## src/cra_pkg.sv

```systemverilog
// Shared types and constants for the contiguous run allocator.
// Used by cra_front, cra_back and the top level; no dependencies.
`timescale 1ns / 1ps

package cra_pkg;

  localparam int LEN_W  = 11;  // run_length and result_base width
  localparam int BASE_W = 12;  // base_slot width
  localparam int RUN_W  = 12;  // free-run counter, holds up to run_length + 1
  localparam int STAT_W = 2;

  localparam logic [1:0] SLOT_FREE  = 2'd0;
  localparam logic [1:0] SLOT_USED  = 2'd1;
  localparam logic [1:0] SLOT_GUARD = 2'd2;

  localparam logic [STAT_W-1:0] STAT_OK    = 2'd0;
  localparam logic [STAT_W-1:0] STAT_NOFIT = 2'd1;
  localparam logic [STAT_W-1:0] STAT_RANGE = 2'd2;

  localparam logic ACT_ALLOC = 1'b0;
  localparam logic ACT_FREE  = 1'b1;

  typedef enum logic [1:0] {
    CMD_ALLOC     = 2'd0,
    CMD_FREE      = 2'd1,
    CMD_REJ_ALLOC = 2'd2,
    CMD_REJ_FREE  = 2'd3
  } cmd_kind_t;

  typedef struct packed {
    cmd_kind_t           kind;
    logic [LEN_W-1:0]    len;
    logic [BASE_W-1:0]   base;
  } cmd_t;

endpackage

```

## src/cra_front.sv

```systemverilog
// Front end: accepts request beats, classifies them and queues them for the back end.
// Depends on cra_pkg.
`timescale 1ns / 1ps

module cra_front #(
  parameter int MAP_SLOTS = 2048
) (
  input  logic                      clk,
  input  logic                      rst,
  input  logic                      s_tvalid,
  output logic                      s_tready,
  input  logic [23:0]               s_tdata,
  input  logic                      clearing,
  output logic                      cmd_valid,
  output cra_pkg::cmd_t             cmd,
  input  logic                      cmd_pop
);
  import cra_pkg::*;

  localparam int DEPTH = 2;

  cmd_t        entries [DEPTH];
  logic        wr_ptr;
  logic        rd_ptr;
  logic [1:0]  count;
  logic        push;
  logic        pop;
  cmd_t        cmd_in;

  logic              in_action;
  logic [LEN_W-1:0]  in_len;
  logic [BASE_W-1:0] in_base;

  assign in_action = s_tdata[0];
  assign in_len    = s_tdata[LEN_W:1];
  assign in_base   = s_tdata[LEN_W+BASE_W:LEN_W+1];

  // Reject zero-length allocates and out-of-map frees up front.
  always_comb begin
    cmd_in.len  = in_len;
    cmd_in.base = in_base;
    if (in_action == ACT_ALLOC) begin
      cmd_in.kind = (in_len == '0) ? CMD_REJ_ALLOC : CMD_ALLOC;
    end else begin
      cmd_in.kind = (32'(in_base) >= MAP_SLOTS) ? CMD_REJ_FREE : CMD_FREE;
    end
  end

  assign s_tready  = (count != 2'(DEPTH)) && !clearing;
  assign push      = s_tvalid && s_tready;
  assign cmd_valid = (count != '0);
  assign pop       = cmd_pop && cmd_valid;
  assign cmd       = entries[rd_ptr];

  always_ff @(posedge clk) begin
    if (rst) begin
      wr_ptr <= 1'b0;
      rd_ptr <= 1'b0;
      count  <= '0;
    end else begin
      if (push) wr_ptr <= ~wr_ptr;
      if (pop) rd_ptr <= ~rd_ptr;
      count <= count + 2'(push) - 2'(pop);
    end
  end

  always_ff @(posedge clk) begin
    if (push) entries[wr_ptr] <= cmd_in;
  end

endmodule

```

## config.mk

```make
export PLATFORM = sky130hd
export DESIGN_NAME = cra_front
export DESIGN_NICKNAME = d
export VERILOG_FILES = /design/src/cra_pkg.sv /design/src/cra_front.sv
export SDC_FILE = /design/constraint.sdc
export NUM_CORES = 1
export LEC_CHECK = 0
export ABC_AREA = 1
export ABC_CLOCK_PERIOD_IN_PS = 2900
export BUFFER_PORTS_ARGS = -buffer_cell sky130_fd_sc_hd__buf_4
export CAP_MARGIN = 10
export CELL_PAD_IN_SITES_DETAIL_PLACEMENT = 1
export CELL_PAD_IN_SITES_GLOBAL_PLACEMENT = 1
export CORE_MARGIN = 2
export CORE_UTILIZATION = 43
export DETAILED_ROUTE_END_ITERATION = 7
export PLACE_DENSITY_LB_ADDON = 0.1
export REMOVE_ABC_BUFFERS = 1
export SYNTH_ARGS = -nofsm -noshare
export SYNTH_HDL_FRONTEND = slang
export SYNTH_SLANG_ARGS = --single-unit
```

## constraint.sdc

```tcl
create_clock -name clk -period 2.9 [get_ports clk]
set_input_delay 0.435 -clock clk [delete_from_list [all_inputs] [get_ports clk]]
set_output_delay 0.435 -clock clk [all_outputs]
set_load 0.05 [all_outputs]
```

==> results.cfg <==
[timing]
setup_viol = 0
worst_clock_skew_ns = 0.00866
relSlewSlack = 0.466
tightest_slew_ns = 0.800
slew_violations = 0
timing.hold.ws_ns = 0.299
min_period_over_period = 0.754
hold_viol = 0
rsz0062_at_grt = no
worst_slack_ns = 0.712
fin_crit_ns = 2.19
fin_setup_tns_ns = 0
fmax_ghz = 0.457

[routing]
drtPass1Iterations = 4
drcViolationCount = 0
drtIter0Drc = 50
wl_per_cell_um = 15.1
wl_um = 3970
vias = 1221
drtAntennaViolNets = 0
vias_per_cell = 4.64

[placed_design]
pre_cts_ws_ns = 0.995
hpwl_um = 2840
place_congestion = 0.708
port_buffers = 55

[setup_path]
critPathCapture = cmd[24]
reg2reg_from = count[0]
worstPathMaxFanout = 25
reg2reg_to = count[1]
start_kind = register
max_stage_delay_ns = 0.86
crit_path_end_kind = primary output
worstSetupPathType = reg -> out
reg2reg_slack_ns = 1.20
ff2ff_path_depth = 10
cp_slowest_cell = dfxtp_2
arrival_ns = 1.75
crit_chain = mux2_2, buf_4
required_ns = 2.47

[yosys]
ys_types = 15
yosysSeqAreaShare = 0.721
netlist_instances = 131
synth_area_um2 = 2220
syn_avg_cell_area_um2 = 17.0
ys_seq_elements = 55
synth_warnings = 0

[power]
total_power_mw = 2.20
peakVddDrop_mv = 0.389
leakagePower_nw = 1.11
power_density_nw_per_um2 = 796

[clock_network]
ctsResizeCount = 0
htreeDepth = 2
numClockSinks = 55
cts_setup_buffers = 0
worstSkewPairLatency_ns = 0.29
ctsHoldBuffers = 0
cts_buffer_depth = 2
cts_tree = done
cts_root_buf = clkbuf_8
path_clk_slew_ns = 0.08
cts_made_buffers = 5

[run]
maxCapViolCount = 0

[final_layout]
register_area_um2 = 1600
fin_util = 0.549
final_common_cell = buf_4
final_cell_mix = buf_4, edfxtp_1, mux2_4, nand2_1, nor2_1
syn2layout_area_growth_pct = 24.7
multiInputGateArea_um2 = 531
antenna_cells = 0
drive_gt1_frac = 0.461
fillCellCount = 503
nets = 223

[floorplanning]
row_count = 26
core_um2 = 5040
initial_utilization = 0.441
die_h_um = 75.9
die_area_um2 = 5760
dieWidth_um = 75.9
io-pin-count = 56

[grt]
overflow = 0
grt_pass1_vias = 1283
grt_usage = 0.143
grt_pass1_wl_um = 5980
grt_max_degree = 26
antenna_found_initial = 0

[hold_path]
holdCritPathClass = in -> reg

[status]
outcome = finished clean
[metrics by stage]
stage                     instances  cell area (µm²)
after floorplan                 128             2170
after global placement          255             2690
after detailed placement        255             2690
after CTS                       263             2770
after global routing            263             2770
final                           263             2770
[Yosys cell counts, drive strengths merged]
master / number / area (µm²)
o21a: 1 / 7.51
a21oi: 2 / 10.0
buf: 3 / 51.3
mux2: 25 / 357
inv: 11 / 41.3
edfxtp: 50 / 1500
ha: 2 / 25.0
and2: 1 / 6.26
nor2: 14 / 52.6
nand2: 13 / 48.8
nand3: 3 / 15.0
dfxtp: 5 / 100
nand4: 1 / 6.26
[worst max-delay path: cells and delay by family, from the launching register on]
family,cells,cell delay [ns]
buffers and inverters,1,0.19
DFF,1,0.86
muxes,1,0.41
[state kept, by name (all words and copies together) (netlist names), named ones only]
register	count
rd_ptr	1
count	2
wr_ptr	1
entries	50
[cell type report]
cell class	count	share of cell area
inverters	11	0.0149
multi-input cells	62	0.192
clock buffers	6	0.0262
well taps	70	0.0316
repair buffers	57	0.154
flip-flops and latches	55	0.579
clock inverters	2	0.00271
[worst min path at each step]
stage          depth (start not counted)  slack, ns  endpoint   start
2_1_floorplan                          2       0.45  register  rd_ptr
3_3_place_gp                           2       0.48    rd_ptr  rd_ptr
3_5_place_dp                           2       0.50  register  rd_ptr
4_1_cts                                2       0.29  count[0]     rst
5_1_grt                                2       0.29  count[0]     rst
6_report                               2       0.30  count[0]     rst
[cells by family after synthesis]
group,synth area share
compound gates,0.00788
fa+ha+maj,0.0113
buf+inv,0.0417
flops,0.721
mux,0.160
simple gates,0.0580
[metal layers]
layer	global-route usage	part of all wire	vias to the layer above
li1	-	-	586
met1	0.154	0.40	596
met2	0.270	0.53	34
met3	0.0317	0.051	5
met4	0.0526	0.012	0
met5	0	0	-
[where the power goes]
group          leakage, nW  internal, mW  total [mW]  switching (mW)
logic                0.571         0.305       0.792           0.487
clock network       0.0403         0.165       0.392           0.226
registers            0.500         0.942        1.02          0.0783
total                 1.11          1.41        2.20           0.791
No activity file was read; power rests on OpenSTA's default activity.
